==> src/prwm_pkg.sv <==
`default_nettype none
package prwm_pkg;

   // event codes carried in req_tdata
   localparam logic [1:0] KIND_PULSE = 2'd0;
   localparam logic [1:0] KIND_TICK  = 2'd1;
   localparam logic [1:0] KIND_CLEAR = 2'd2;

   // unit_mode codes; any other code is treated as MODE_MSVY
   localparam logic [1:0] MODE_CPM  = 2'd0;
   localparam logic [1:0] MODE_USVH = 2'd1;
   localparam logic [1:0] MODE_MSVY = 2'd2;

   localparam int KIND_W    = 2;
   localparam int MODE_W    = 2;
   localparam int PER_SEC_W = 16;
   localparam int PER_MIN_W = 22;
   localparam int PEAK_W    = 16;
   localparam int DOSE_W    = 25;
   localparam int REQ_DATA_W = 8;
   localparam int RSP_DATA_W = 80;

   // Q16 dose factors: 0.81 and 7.0956 hundredths per cpm
   localparam int             K_W       = 19;
   localparam logic [K_W-1:0] USVH_Q16  = 19'd53084;
   localparam logic [K_W-1:0] MSVY_Q16  = 19'd465017;
   localparam int             FRAC_BITS = 16;
   localparam int             PROD_W    = PER_MIN_W + K_W;

   typedef enum logic [2:0] {
      S_IDLE,
      S_SCAN,
      S_DRAIN,
      S_MULT,
      S_OUT
   } state_type;

   typedef struct packed {
      logic tally_inc;
      logic clear_all;
      logic push;
      logic rd_issue;
      logic rd_in_win;
      logic mult;
      logic load_tick;
      logic load_clear;
   } cmd_type;

   typedef struct packed {
      logic out_free;
   } status_type;

endpackage
`default_nettype wire

==> src/prwm_ram.sv <==
`default_nettype none
module prwm_ram #(
   parameter int WIDTH = 16,
   parameter int DEPTH = 64
) (
   input  wire logic                     clock,
   input  wire logic                     wr_en,
   input  wire logic [$clog2(DEPTH)-1:0] wr_addr,
   input  wire logic [WIDTH-1:0]         wr_data,
   input  wire logic                     rd_en,
   input  wire logic [$clog2(DEPTH)-1:0] rd_addr,
   output logic      [WIDTH-1:0]         rd_data
);

   logic [WIDTH-1:0] mem [DEPTH];
   logic [WIDTH-1:0] rd_data_ff;

   always_ff @(posedge clock) begin
      if (wr_en) begin
         mem[wr_addr] <= wr_data;
      end
      if (rd_en) begin
         rd_data_ff <= mem[rd_addr];
      end
   end

   assign rd_data = rd_data_ff;

endmodule
`default_nettype wire

==> src/prwm_ctrl.sv <==
`default_nettype none
module prwm_ctrl #(
   parameter int HISTORY_DEPTH = 64,
   parameter int WINDOW_LENGTH = 60
) (
   input  wire logic                          clock,
   input  wire logic                          reset,
   input  wire logic                          req_tvalid,
   input  wire logic [prwm_pkg::KIND_W-1:0]   req_kind,
   output logic                               req_tready,
   input  wire prwm_pkg::status_type          sts,
   output prwm_pkg::cmd_type                  cmd
);

   localparam int IDX_W = $clog2(HISTORY_DEPTH);
   localparam int WIN   = (WINDOW_LENGTH < HISTORY_DEPTH) ? WINDOW_LENGTH : HISTORY_DEPTH;

   prwm_pkg::state_type state_ff, state_in;
   logic [IDX_W-1:0]    cnt_ff, cnt_in;
   logic                clr_ff, clr_in;
   logic                accept;
   logic                cnt_last;

   assign accept   = req_tvalid && req_tready;
   assign cnt_last = (cnt_ff == IDX_W'(HISTORY_DEPTH - 1));

   always_ff @(posedge clock) begin
      if (reset) begin
         state_ff <= prwm_pkg::S_IDLE;
         cnt_ff   <= '0;
         clr_ff   <= 1'b0;
      end else begin
         state_ff <= state_in;
         cnt_ff   <= cnt_in;
         clr_ff   <= clr_in;
      end
   end

   always_comb begin
      state_in   = state_ff;
      cnt_in     = cnt_ff;
      clr_in     = clr_ff;
      req_tready = 1'b0;
      cmd        = '0;
      case (state_ff)
         prwm_pkg::S_IDLE: begin
            req_tready = 1'b1;
            if (req_tvalid) begin
               case (req_kind)
                  prwm_pkg::KIND_PULSE: begin
                     cmd.tally_inc = 1'b1;
                  end
                  prwm_pkg::KIND_TICK: begin
                     cmd.push = 1'b1;
                     cnt_in   = '0;
                     clr_in   = 1'b0;
                     state_in = prwm_pkg::S_SCAN;
                  end
                  prwm_pkg::KIND_CLEAR: begin
                     cmd.clear_all = 1'b1;
                     clr_in        = 1'b1;
                     state_in      = prwm_pkg::S_OUT;
                  end
                  default: begin
                  end
               endcase
            end
         end
         prwm_pkg::S_SCAN: begin
            // entry cnt back from the newest one
            cmd.rd_issue  = 1'b1;
            cmd.rd_in_win = ({1'b0, cnt_ff} < (IDX_W + 1)'(WIN));
            cnt_in        = cnt_ff + 1'b1;
            if (cnt_last) begin
               state_in = prwm_pkg::S_DRAIN;
            end
         end
         prwm_pkg::S_DRAIN: begin
            state_in = prwm_pkg::S_MULT;
         end
         prwm_pkg::S_MULT: begin
            cmd.mult = 1'b1;
            state_in = prwm_pkg::S_OUT;
         end
         prwm_pkg::S_OUT: begin
            if (sts.out_free) begin
               cmd.load_tick  = !clr_ff;
               cmd.load_clear = clr_ff;
               state_in       = prwm_pkg::S_IDLE;
            end
         end
         default: begin
            state_in = prwm_pkg::S_IDLE;
         end
      endcase
   end

   a_load_needs_slot: assert property (@(posedge clock) disable iff (reset)
      (cmd.load_tick || cmd.load_clear) |-> sts.out_free)
      else $error("result loaded while output slot busy");

   a_tick_starts_scan: assert property (@(posedge clock) disable iff (reset)
      (accept && req_kind == prwm_pkg::KIND_TICK) |=> state_ff == prwm_pkg::S_SCAN)
      else $error("tick did not start history scan");

   a_scan_full_walk: assert property (@(posedge clock) disable iff (reset)
      (cmd.rd_issue && cnt_last) |=> (state_ff == prwm_pkg::S_DRAIN && cnt_ff == '0))
      else $error("history scan did not end after the last entry");

   a_single_load: assert property (@(posedge clock) disable iff (reset)
      !(cmd.load_tick && cmd.load_clear))
      else $error("tick and clear result loaded together");

endmodule
`default_nettype wire

==> src/prwm_dpath.sv <==
`default_nettype none
module prwm_dpath #(
   parameter int HISTORY_DEPTH = 64,
   parameter int COUNT_BITS    = 16
) (
   input  wire logic                            clock,
   input  wire logic                            reset,
   input  wire prwm_pkg::cmd_type               cmd,
   output prwm_pkg::status_type                 sts,
   input  wire logic                            csr_wr_en,
   input  wire logic [prwm_pkg::MODE_W-1:0]     csr_wr_data,
   output logic                                 rsp_tvalid,
   input  wire logic                            rsp_tready,
   output logic [prwm_pkg::PER_SEC_W-1:0]       per_second,
   output logic [prwm_pkg::PER_MIN_W-1:0]       per_minute,
   output logic [prwm_pkg::PEAK_W-1:0]          peak_second,
   output logic [prwm_pkg::DOSE_W-1:0]          dose_value
);

   localparam int IDX_W = $clog2(HISTORY_DEPTH);

   logic [prwm_pkg::MODE_W-1:0]    mode_ff;
   logic [COUNT_BITS-1:0]          tally_ff;
   logic [COUNT_BITS-1:0]          sec_ff;
   logic [IDX_W-1:0]               head_ff, head_in;
   logic [IDX_W-1:0]               rd_ptr_ff;
   logic [HISTORY_DEPTH-1:0]       valid_ff;
   logic                           rd_act_ff, rd_vld_ff, rd_win_ff;
   logic [COUNT_BITS-1:0]          rd_data;
   logic [COUNT_BITS-1:0]          entry;
   logic [prwm_pkg::PER_MIN_W-1:0] sum_ff;
   logic [COUNT_BITS-1:0]          peak_ff;
   logic [prwm_pkg::K_W-1:0]       k_sel;
   logic [prwm_pkg::PROD_W-1:0]    prod_ff;
   logic                           out_vld_ff;
   logic [prwm_pkg::PER_SEC_W-1:0] o_sec_ff;
   logic [prwm_pkg::PER_MIN_W-1:0] o_min_ff;
   logic [prwm_pkg::PEAK_W-1:0]    o_peak_ff;
   logic [prwm_pkg::DOSE_W-1:0]    o_dose_ff;
   logic [prwm_pkg::DOSE_W-1:0]    dose_in;

   assign head_in = (head_ff == IDX_W'(HISTORY_DEPTH - 1)) ? '0 : head_ff + 1'b1;

   prwm_ram #(
      .WIDTH (COUNT_BITS),
      .DEPTH (HISTORY_DEPTH)
   ) u_hist (
      .clock   (clock),
      .wr_en   (cmd.push),
      .wr_addr (head_in),
      .wr_data (tally_ff),
      .rd_en   (cmd.rd_issue),
      .rd_addr (rd_ptr_ff),
      .rd_data (rd_data)
   );

   // never-written slots read as zero
   assign entry = rd_vld_ff ? rd_data : '0;

   always_ff @(posedge clock) begin
      if (reset) begin
         mode_ff   <= prwm_pkg::MODE_CPM;
         tally_ff  <= '0;
         head_ff   <= '0;
         valid_ff  <= '0;
         rd_act_ff <= 1'b0;
      end else begin
         if (csr_wr_en) begin
            mode_ff <= csr_wr_data;
         end
         rd_act_ff <= cmd.rd_issue;
         if (cmd.clear_all) begin
            tally_ff <= '0;
            valid_ff <= '0;
         end else if (cmd.push) begin
            tally_ff          <= '0;
            head_ff           <= head_in;
            valid_ff[head_in] <= 1'b1;
         end else if (cmd.tally_inc && tally_ff != '1) begin
            tally_ff <= tally_ff + 1'b1;
         end
      end
   end

   always_ff @(posedge clock) begin
      if (cmd.push) begin
         sec_ff    <= tally_ff;
         rd_ptr_ff <= head_in;
         sum_ff    <= '0;
         peak_ff   <= '0;
      end else if (cmd.rd_issue) begin
         rd_ptr_ff <= (rd_ptr_ff == '0) ? IDX_W'(HISTORY_DEPTH - 1) : rd_ptr_ff - 1'b1;
      end
      if (cmd.rd_issue) begin
         rd_vld_ff <= valid_ff[rd_ptr_ff];
         rd_win_ff <= cmd.rd_in_win;
      end
      if (rd_act_ff) begin
         if (rd_win_ff) begin
            sum_ff <= sum_ff + prwm_pkg::PER_MIN_W'(entry);
         end
         if (entry > peak_ff) begin
            peak_ff <= entry;
         end
      end
      if (cmd.mult) begin
         prod_ff <= prwm_pkg::PROD_W'(sum_ff) * prwm_pkg::PROD_W'(k_sel);
      end
   end

   assign k_sel = (mode_ff == prwm_pkg::MODE_USVH) ? prwm_pkg::USVH_Q16 : prwm_pkg::MSVY_Q16;

   assign dose_in = (mode_ff == prwm_pkg::MODE_CPM) ? prwm_pkg::DOSE_W'(sum_ff)
                  : prod_ff[prwm_pkg::FRAC_BITS +: prwm_pkg::DOSE_W];

   assign sts.out_free = !out_vld_ff || rsp_tready;

   always_ff @(posedge clock) begin
      if (reset) begin
         out_vld_ff <= 1'b0;
      end else if (cmd.load_tick || cmd.load_clear) begin
         out_vld_ff <= 1'b1;
      end else if (rsp_tready) begin
         out_vld_ff <= 1'b0;
      end
   end

   always_ff @(posedge clock) begin
      if (cmd.load_tick) begin
         o_sec_ff  <= prwm_pkg::PER_SEC_W'(sec_ff);
         o_min_ff  <= sum_ff;
         o_peak_ff <= prwm_pkg::PEAK_W'(peak_ff);
         o_dose_ff <= dose_in;
      end else if (cmd.load_clear) begin
         o_sec_ff  <= '0;
         o_min_ff  <= '0;
         o_peak_ff <= '0;
         o_dose_ff <= '0;
      end
   end

   assign rsp_tvalid  = out_vld_ff;
   assign per_second  = o_sec_ff;
   assign per_minute  = o_min_ff;
   assign peak_second = o_peak_ff;
   assign dose_value  = o_dose_ff;

   a_push_marks_valid: assert property (@(posedge clock) disable iff (reset)
      cmd.push |=> valid_ff[head_ff])
      else $error("pushed history slot not marked valid");

   a_clear_empties: assert property (@(posedge clock) disable iff (reset)
      cmd.clear_all |=> (valid_ff == '0 && tally_ff == '0))
      else $error("clear left history or tally");

   a_tally_zero_after_push: assert property (@(posedge clock) disable iff (reset)
      cmd.push |=> tally_ff == '0)
      else $error("tally not cleared by tick");

endmodule
`default_nettype wire

==> src/pulse_rate_window_monitor_top.sv <==
// Channel | Dir | Ports             | Content
// req     | in  | req_t*            | tdata[1:0] event_kind
// rsp     | out | rsp_t*            | tdata: per_second, per_minute, peak_second, dose_value
// csr     | in  | csr_wr_en/_data   | unit_mode, no read-back
//
// A pulse only bumps the tally. A tick walks through these steps in order:
// one history RAM read per entry to form the window sum and the peak, a drain
// state for the RAM read, one multiply and one output load. A clear goes straight to the load.
// Synchronous reset zeroes tally, history valid bits and unit_mode at once.
// A result waits in the output register; the next transaction is accepted meanwhile.
`default_nettype none
module pulse_rate_window_monitor_top #(
   parameter int HISTORY_DEPTH = 64,
   parameter int WINDOW_LENGTH = 60,
   parameter int COUNT_BITS    = 16
) (
   input  wire logic                                clock,
   input  wire logic                                reset,
   input  wire logic                                req_tvalid,
   output logic                                     req_tready,
   // [1:0] event_kind, [7:2] zero
   input  wire logic [prwm_pkg::REQ_DATA_W-1:0]     req_tdata,
   output logic                                     rsp_tvalid,
   input  wire logic                                rsp_tready,
   // [15:0] per_second, [37:16] per_minute, [53:38] peak_second,
   // [78:54] dose_value, [79] zero
   output logic [prwm_pkg::RSP_DATA_W-1:0]          rsp_tdata,
   input  wire logic                                csr_wr_en,
   input  wire logic [prwm_pkg::MODE_W-1:0]         csr_wr_data
);

   prwm_pkg::cmd_type              cmd;
   prwm_pkg::status_type           sts;
   logic [prwm_pkg::PER_SEC_W-1:0] per_second;
   logic [prwm_pkg::PER_MIN_W-1:0] per_minute;
   logic [prwm_pkg::PEAK_W-1:0]    peak_second;
   logic [prwm_pkg::DOSE_W-1:0]    dose_value;

   prwm_ctrl #(
      .HISTORY_DEPTH (HISTORY_DEPTH),
      .WINDOW_LENGTH (WINDOW_LENGTH)
   ) u_ctrl (
      .clock      (clock),
      .reset      (reset),
      .req_tvalid (req_tvalid),
      .req_kind   (req_tdata[prwm_pkg::KIND_W-1:0]),
      .req_tready (req_tready),
      .sts        (sts),
      .cmd        (cmd)
   );

   prwm_dpath #(
      .HISTORY_DEPTH (HISTORY_DEPTH),
      .COUNT_BITS    (COUNT_BITS)
   ) u_dpath (
      .clock       (clock),
      .reset       (reset),
      .cmd         (cmd),
      .sts         (sts),
      .csr_wr_en   (csr_wr_en),
      .csr_wr_data (csr_wr_data),
      .rsp_tvalid  (rsp_tvalid),
      .rsp_tready  (rsp_tready),
      .per_second  (per_second),
      .per_minute  (per_minute),
      .peak_second (peak_second),
      .dose_value  (dose_value)
   );

   assign rsp_tdata = {1'b0, dose_value, peak_second, per_minute, per_second};

endmodule
`default_nettype wire

==> config.mk <==
export PLATFORM = sky130hd
export DESIGN_NAME = pulse_rate_window_monitor_top
export DESIGN_NICKNAME = d
export VERILOG_FILES = /design/src/prwm_pkg.sv /design/src/prwm_ram.sv /design/src/prwm_ctrl.sv /design/src/prwm_dpath.sv /design/src/pulse_rate_window_monitor_top.sv
export SDC_FILE = /design/constraint.sdc
export NUM_CORES = 2
export LEC_CHECK = 0
export BUFFER_PORTS_ARGS = -buffer_cell sky130_fd_sc_hd__buf_2
export CORE_ASPECT_RATIO = 1.4
export CORE_MARGIN = 2
export CORE_UTILIZATION = 29
export CTS_CLUSTER_SIZE = 24
export DETAILED_ROUTE_END_ITERATION = 10
export GPL_TIMING_DRIVEN = 0
export SLEW_MARGIN = 30
export SYNTH_ARGS = -nofsm -noshare
export SYNTH_HDL_FRONTEND = slang
export SYNTH_SLANG_ARGS = --single-unit
==> constraint.sdc <==
create_clock -name clock -period 6.7 [get_ports clock]
set_input_delay 0.67 -clock clock [delete_from_list [all_inputs] [get_ports clock]]
set_output_delay 0.67 -clock clock [all_outputs]
set_load 0.005 [all_outputs]
==> run summary <==
* result of the run: complete, no violations
* area added between synthesis and finish: 16.32%
* maximum clock rate: 153.7 MHz
* switching portion of total power: 40.66%
* routed vias: 32537
* fraction of final layout cells with drive strength greater than 1: 22.30%
* later-pin clock latency in the skew report: 0.77 ns
* Mapped Avg Cell Area: 16.67 µm²
* total of endpoints with negative setup slack in the final report: 0
* clock transition at the registers of the reported paths: 0.06 ns
* total power per unit cell area: 492.9 mW/mm²
* Detailed Place HPWL: 121700 µm
* number of antenna violations at the first check in global routing: 4
* count of buffers inserted at the top-level ports: 89
* cell internal pwr: 20.82 mW
* clock net sink count: 1306
* via count of the first global-routing pass: 34435
* fillcell total: 19899
* maximum buffer depth of the clock tree: 3
* total wirelength of the detailed-routed design: 163200 µm
* Cell Count Post-Placement: 6612
* count of cell types in the netlist: 63
* antenna violation net count after detailed routing: 0
* dominant cell type by area after synthesis: sky130_fd_sc_hd__edfxtp_1
* pre-CTS setup slack: -1.781 ns
* clock period minus worst slack: 6.506 ns
* Nets: 4417
* number of hold violations in the final report: 0
* last element of the critical path: u_dpath.prod_ff[40]
* Post-Synthesis Cells: 3671
* DRC: 0
* ranking of synthesized cells by instance count: 1168 x sky130_fd_sc_hd__edfxtp_1, 447 x sky130_fd_sc_hd__inv_1, 345 x sky130_fd_sc_hd__mux4_2
* Arr. time, crit path: 7.00 ns
* required time of the critical path: 7.19 ns
* area used by multi-input combinational logic: 0.02194 mm²
* r2r worst-path depth: 24
* Num CTS Buffers: 118
* final worst setup slack: 0.1942 ns
* fin crit share: 97.10%
* share of Yosys cell area claimed by the top area cell type: 57.31%
* Die Area: 0.2148 mm²
* Pwr Total: 35.09 mW
* worst reg2reg path startpoint: u_dpath.mode_ff[1]
* violation count after the first detailed-routing iteration: 2334
* number of enable-type register cells in the synthesized netlist: 1168
* setup_tns: 0 ns
* Slew HR: 24.51%
* global-route wire length before repair: 236400 µm
* crit path capture type: register
* cell area after synthesis: 0.06120 mm²
* largest net degree at the start of global routing: 68
* LEAKAGE: 26.54 nW
* worst setup path class: register to register
* relative contribution of sequential cells to total power: 28.1%
* leading cell types by total area after synthesis: sky130_fd_sc_hd__edfxtp_1 57%, sky130_fd_sc_hd__mux4_2 13%, sky130_fd_sc_hd__fa_1 8.5%
* placer congestion estimate: 0.9454
* vias per std cell: 4.748
* worst hold slack: 0.1975 ns
* Register Area: 0.03792 mm²
* slack of the worst reg-to-reg path: 0.19 ns
* Seq/Total Area, Yosys: 61.82%
* Most used DFF post-synth: sky130_fd_sc_hd__edfxtp_1
* Synthesis Warnings: 0
* count of state elements after synthesis: 1306
* Gate power share: 52.5%
* worst setup path start: u_dpath.mode_ff[1]
* Max Cap Violations: 0
* worst-case clock skew: 0.05963 ns
* setup repair after global routing missed its margin: false
* Chip Height: 547.6 µm
* clock network fraction of design power: 19.4%
* Max H-tree Level: 3
* Max rail drop VDD: 0.0009018 V
* net switching power figure: 14.27 mW
* fin cells: 6853
* GR Util All Layers: 15.20%
* buffer type at the clock tree root: sky130_fd_sc_hd__clkbuf_16
* Pins Over Slew Limit: 0
* row cnt: 199
* pin slew with the least headroom to its limit: 1.132 ns
* initial standard-cell utilization of the core: 29.16%
* Post-Syn Nets: 4153
* reg-to-reg critical path endpoint: u_dpath.prod_ff[40]
* cell depth of the worst hold path: 3
* path class of the lowest-slack min-delay path: input port to register
* startpoint types: register
* most common cell in the netlist: sky130_fd_sc_hd__edfxtp_1
* CTS tree: built
* number of search-and-repair iterations in the first detailed-routing pass: 5
* per-cell routed wire length: 23.82 µm
* floorplan core area: 0.2099 mm²
* share of synthesized flip-flops with an asynchronous set or reset: 0%
* die outline width: 392.3 µm
* sum of overflow across all layers after global routing: 0
* CP max FO: 10
* I/O pins: 97
==> placed cells by master (no fill, tap or decap), types with 10 or more instances in the layout <==
| cell type | instances |
|---|---|
| sky130_fd_sc_hd__a211oi_1 | 12 |
| sky130_fd_sc_hd__a21o_1 | 26 |
| sky130_fd_sc_hd__a21oi_1 | 70 |
| sky130_fd_sc_hd__a31oi_1 | 16 |
| sky130_fd_sc_hd__and2_1 | 35 |
| sky130_fd_sc_hd__and3_1 | 14 |
| sky130_fd_sc_hd__buf_12 | 11 |
| sky130_fd_sc_hd__buf_16 | 28 |
| sky130_fd_sc_hd__buf_2 | 114 |
| sky130_fd_sc_hd__buf_4 | 37 |
| sky130_fd_sc_hd__bufinv_16 | 10 |
| sky130_fd_sc_hd__clkbuf_1 | 122 |
| sky130_fd_sc_hd__clkbuf_16 | 119 |
| sky130_fd_sc_hd__clkinv_1 | 19 |
| sky130_fd_sc_hd__clkinv_2 | 14 |
| sky130_fd_sc_hd__clkinvlp_4 | 11 |
| sky130_fd_sc_hd__dfxtp_1 | 105 |
| sky130_fd_sc_hd__dfxtp_2 | 17 |
| sky130_fd_sc_hd__dfxtp_4 | 16 |
| sky130_fd_sc_hd__edfxtp_1 | 1168 |
| sky130_fd_sc_hd__fa_1 | 259 |
| sky130_fd_sc_hd__ha_1 | 206 |
| sky130_fd_sc_hd__inv_1 | 439 |
| sky130_fd_sc_hd__mux2i_1 | 36 |
| sky130_fd_sc_hd__mux4_2 | 345 |
| sky130_fd_sc_hd__nand2_1 | 153 |
| sky130_fd_sc_hd__nand2b_1 | 16 |
| sky130_fd_sc_hd__nand3_1 | 35 |
| sky130_fd_sc_hd__nand4_1 | 14 |
| sky130_fd_sc_hd__nor2_1 | 100 |
| sky130_fd_sc_hd__nor2_4 | 71 |
| sky130_fd_sc_hd__nor2b_1 | 16 |
| sky130_fd_sc_hd__nor3_1 | 22 |
| sky130_fd_sc_hd__o21a_1 | 69 |
| sky130_fd_sc_hd__o21ai_0 | 43 |
| sky130_fd_sc_hd__xnor2_1 | 39 |
| sky130_fd_sc_hd__xor2_1 | 32 |
==> stage by stage <==
step | utilization, % | instance area (µm²)
6_report | 33.92 | 71200
5_1_grt | 33.92 | 71190
4_1_cts | 33.80 | 70940
3_5_place_dp | 31.81 | 66760
3_3_place_gp | 31.05 | 65170
2_1_floorplan | - | 61210
==> final cells by class <==
class / instances / area share (%)
clock buffers: 164 / 4.532
diodes: 3 / 0.01054
plain buffers: 145 / 1.009
inverters: 449 / 2.399
clock inverters: 57 / 0.8646
flip-flops and latches: 1306 / 53.26
repair buffers: 145 / 2.162
multi-input cells: 1770 / 30.82
well taps: 2814 / 4.945
==> sequential cells by signal (all words and copies together) (netlist names), 2 cells and up <==
register                count
u_ctrl.cnt_ff               6
u_dpath.rd_ptr_ff           6
u_dpath.per_minute         22
u_dpath.dose_value         25
u_dpath.mode_ff             2
u_dpath.sum_ff             22
u_dpath.valid_ff           64
u_dpath.sec_ff             16
u_ctrl.state_ff             3
u_dpath.per_second         16
u_dpath.tally_ff           16
u_dpath.peak_second        16
u_dpath.u_hist.mem       1024
u_dpath.u_hist.rd_data     16
u_dpath.peak_ff            16
u_dpath.prod_ff            25
u_dpath.head_ff             6
==> what timing repair did <==
item / CTS / global route
setup buffers: 13 / 5
resized for setup: 77 / 52
pin swaps: 3 / 5
hold endpoints to repair: 0 / 0
cloned: 0 / 0
hold buffers: 0 / 0
setup endpoints to repair: 25 / 11
==> power by group through the flow <==
| stage | clock [mW] | combinational, mW | sequential, mW |
|---|---|---|---|
| after detailed placement | 0 | 16.8 | 10.0 |
| after CTS | 6.91 | 17.8 | 9.86 |
| final | 6.79 | 18.4 | 9.87 |
| after global placement | 0 | 16.8 | 10.0 |
| after floorplan | 0 | 12.4 | 9.89 |
| after global routing | 7.17 | 20.7 | 9.89 |
==> how the worst min path moves through the flow <==
stage / from / end / slack [ns]
floorplan: u_dpath.peak_ff[10] / u_dpath.peak_ff[10] / 0.43
global placement: u_dpath.valid_ff[4] / u_dpath.valid_ff[4] / 0.44
detailed placement: u_dpath.valid_ff[12] / u_dpath.valid_ff[12] / 0.45
CTS: csr_wr_data[1] / u_dpath.mode_ff[1] / 0.15
global route: csr_wr_data[0] / u_dpath.mode_ff[0] / 0.21
finish: csr_wr_data[1] / u_dpath.mode_ff[1] / 0.20
==> per-layer routing <==
| layer | vias up | global-route usage, % | share of wire [%] |
|---|---|---|---|
| li1 | 14166 | - | - |
| met1 | 17110 | 16.70 | 36 |
| met2 | 966 | 28.00 | 54 |
| met3 | 293 | 1.946 | 4.3 |
| met4 | 2 | 8.526 | 6.0 |
| met5 | - | 0 | 0.0074 |
==> kinds of logic after synthesis <==
| group | Yosys count | share of synthesized area (%) |
|---|---|---|
| compound gates | 305 | 3.246 |
| xor+xnor | 73 | 1.045 |
| fa+ha+maj | 467 | 12.72 |
| buf+inv | 595 | 3.804 |
| flops | 1306 | 61.82 |
| mux | 384 | 13.34 |
| other cells | 1 | 0.006127 |
| simple gates | 540 | 4.017 |
==> worst max-delay path, cell delays in order, from the launching register on <==
cell and delay, ns:
sky130_fd_sc_hd__dfxtp_2 0.35, sky130_fd_sc_hd__nand2b_4 0.22, sky130_fd_sc_hd__buf_8 0.19, sky130_fd_sc_hd__nand2_4 0.13, sky130_fd_sc_hd__clkinvlp_4 0.13, sky130_fd_sc_hd__buf_4 0.20
sky130_fd_sc_hd__fa_1 0.52, sky130_fd_sc_hd__inv_1 0.06, sky130_fd_sc_hd__fa_1 0.50, sky130_fd_sc_hd__inv_1 0.06, sky130_fd_sc_hd__fa_1 0.56, sky130_fd_sc_hd__fa_1 0.46
sky130_fd_sc_hd__fa_1 0.49, sky130_fd_sc_hd__inv_1 0.05, sky130_fd_sc_hd__fa_1 0.47, sky130_fd_sc_hd__inv_1 0.04, sky130_fd_sc_hd__ha_1 0.35, sky130_fd_sc_hd__a21o_1 0.23
sky130_fd_sc_hd__a2111oi_4 0.26, sky130_fd_sc_hd__a311oi_2 0.08, sky130_fd_sc_hd__buf_4 0.19, sky130_fd_sc_hd__a211oi_4 0.27, sky130_fd_sc_hd__nor3_1 0.12, sky130_fd_sc_hd__a2111oi_2 0.25
sky130_fd_sc_hd__xnor2_1 0.11
Power figures use the tool's default switching activity.
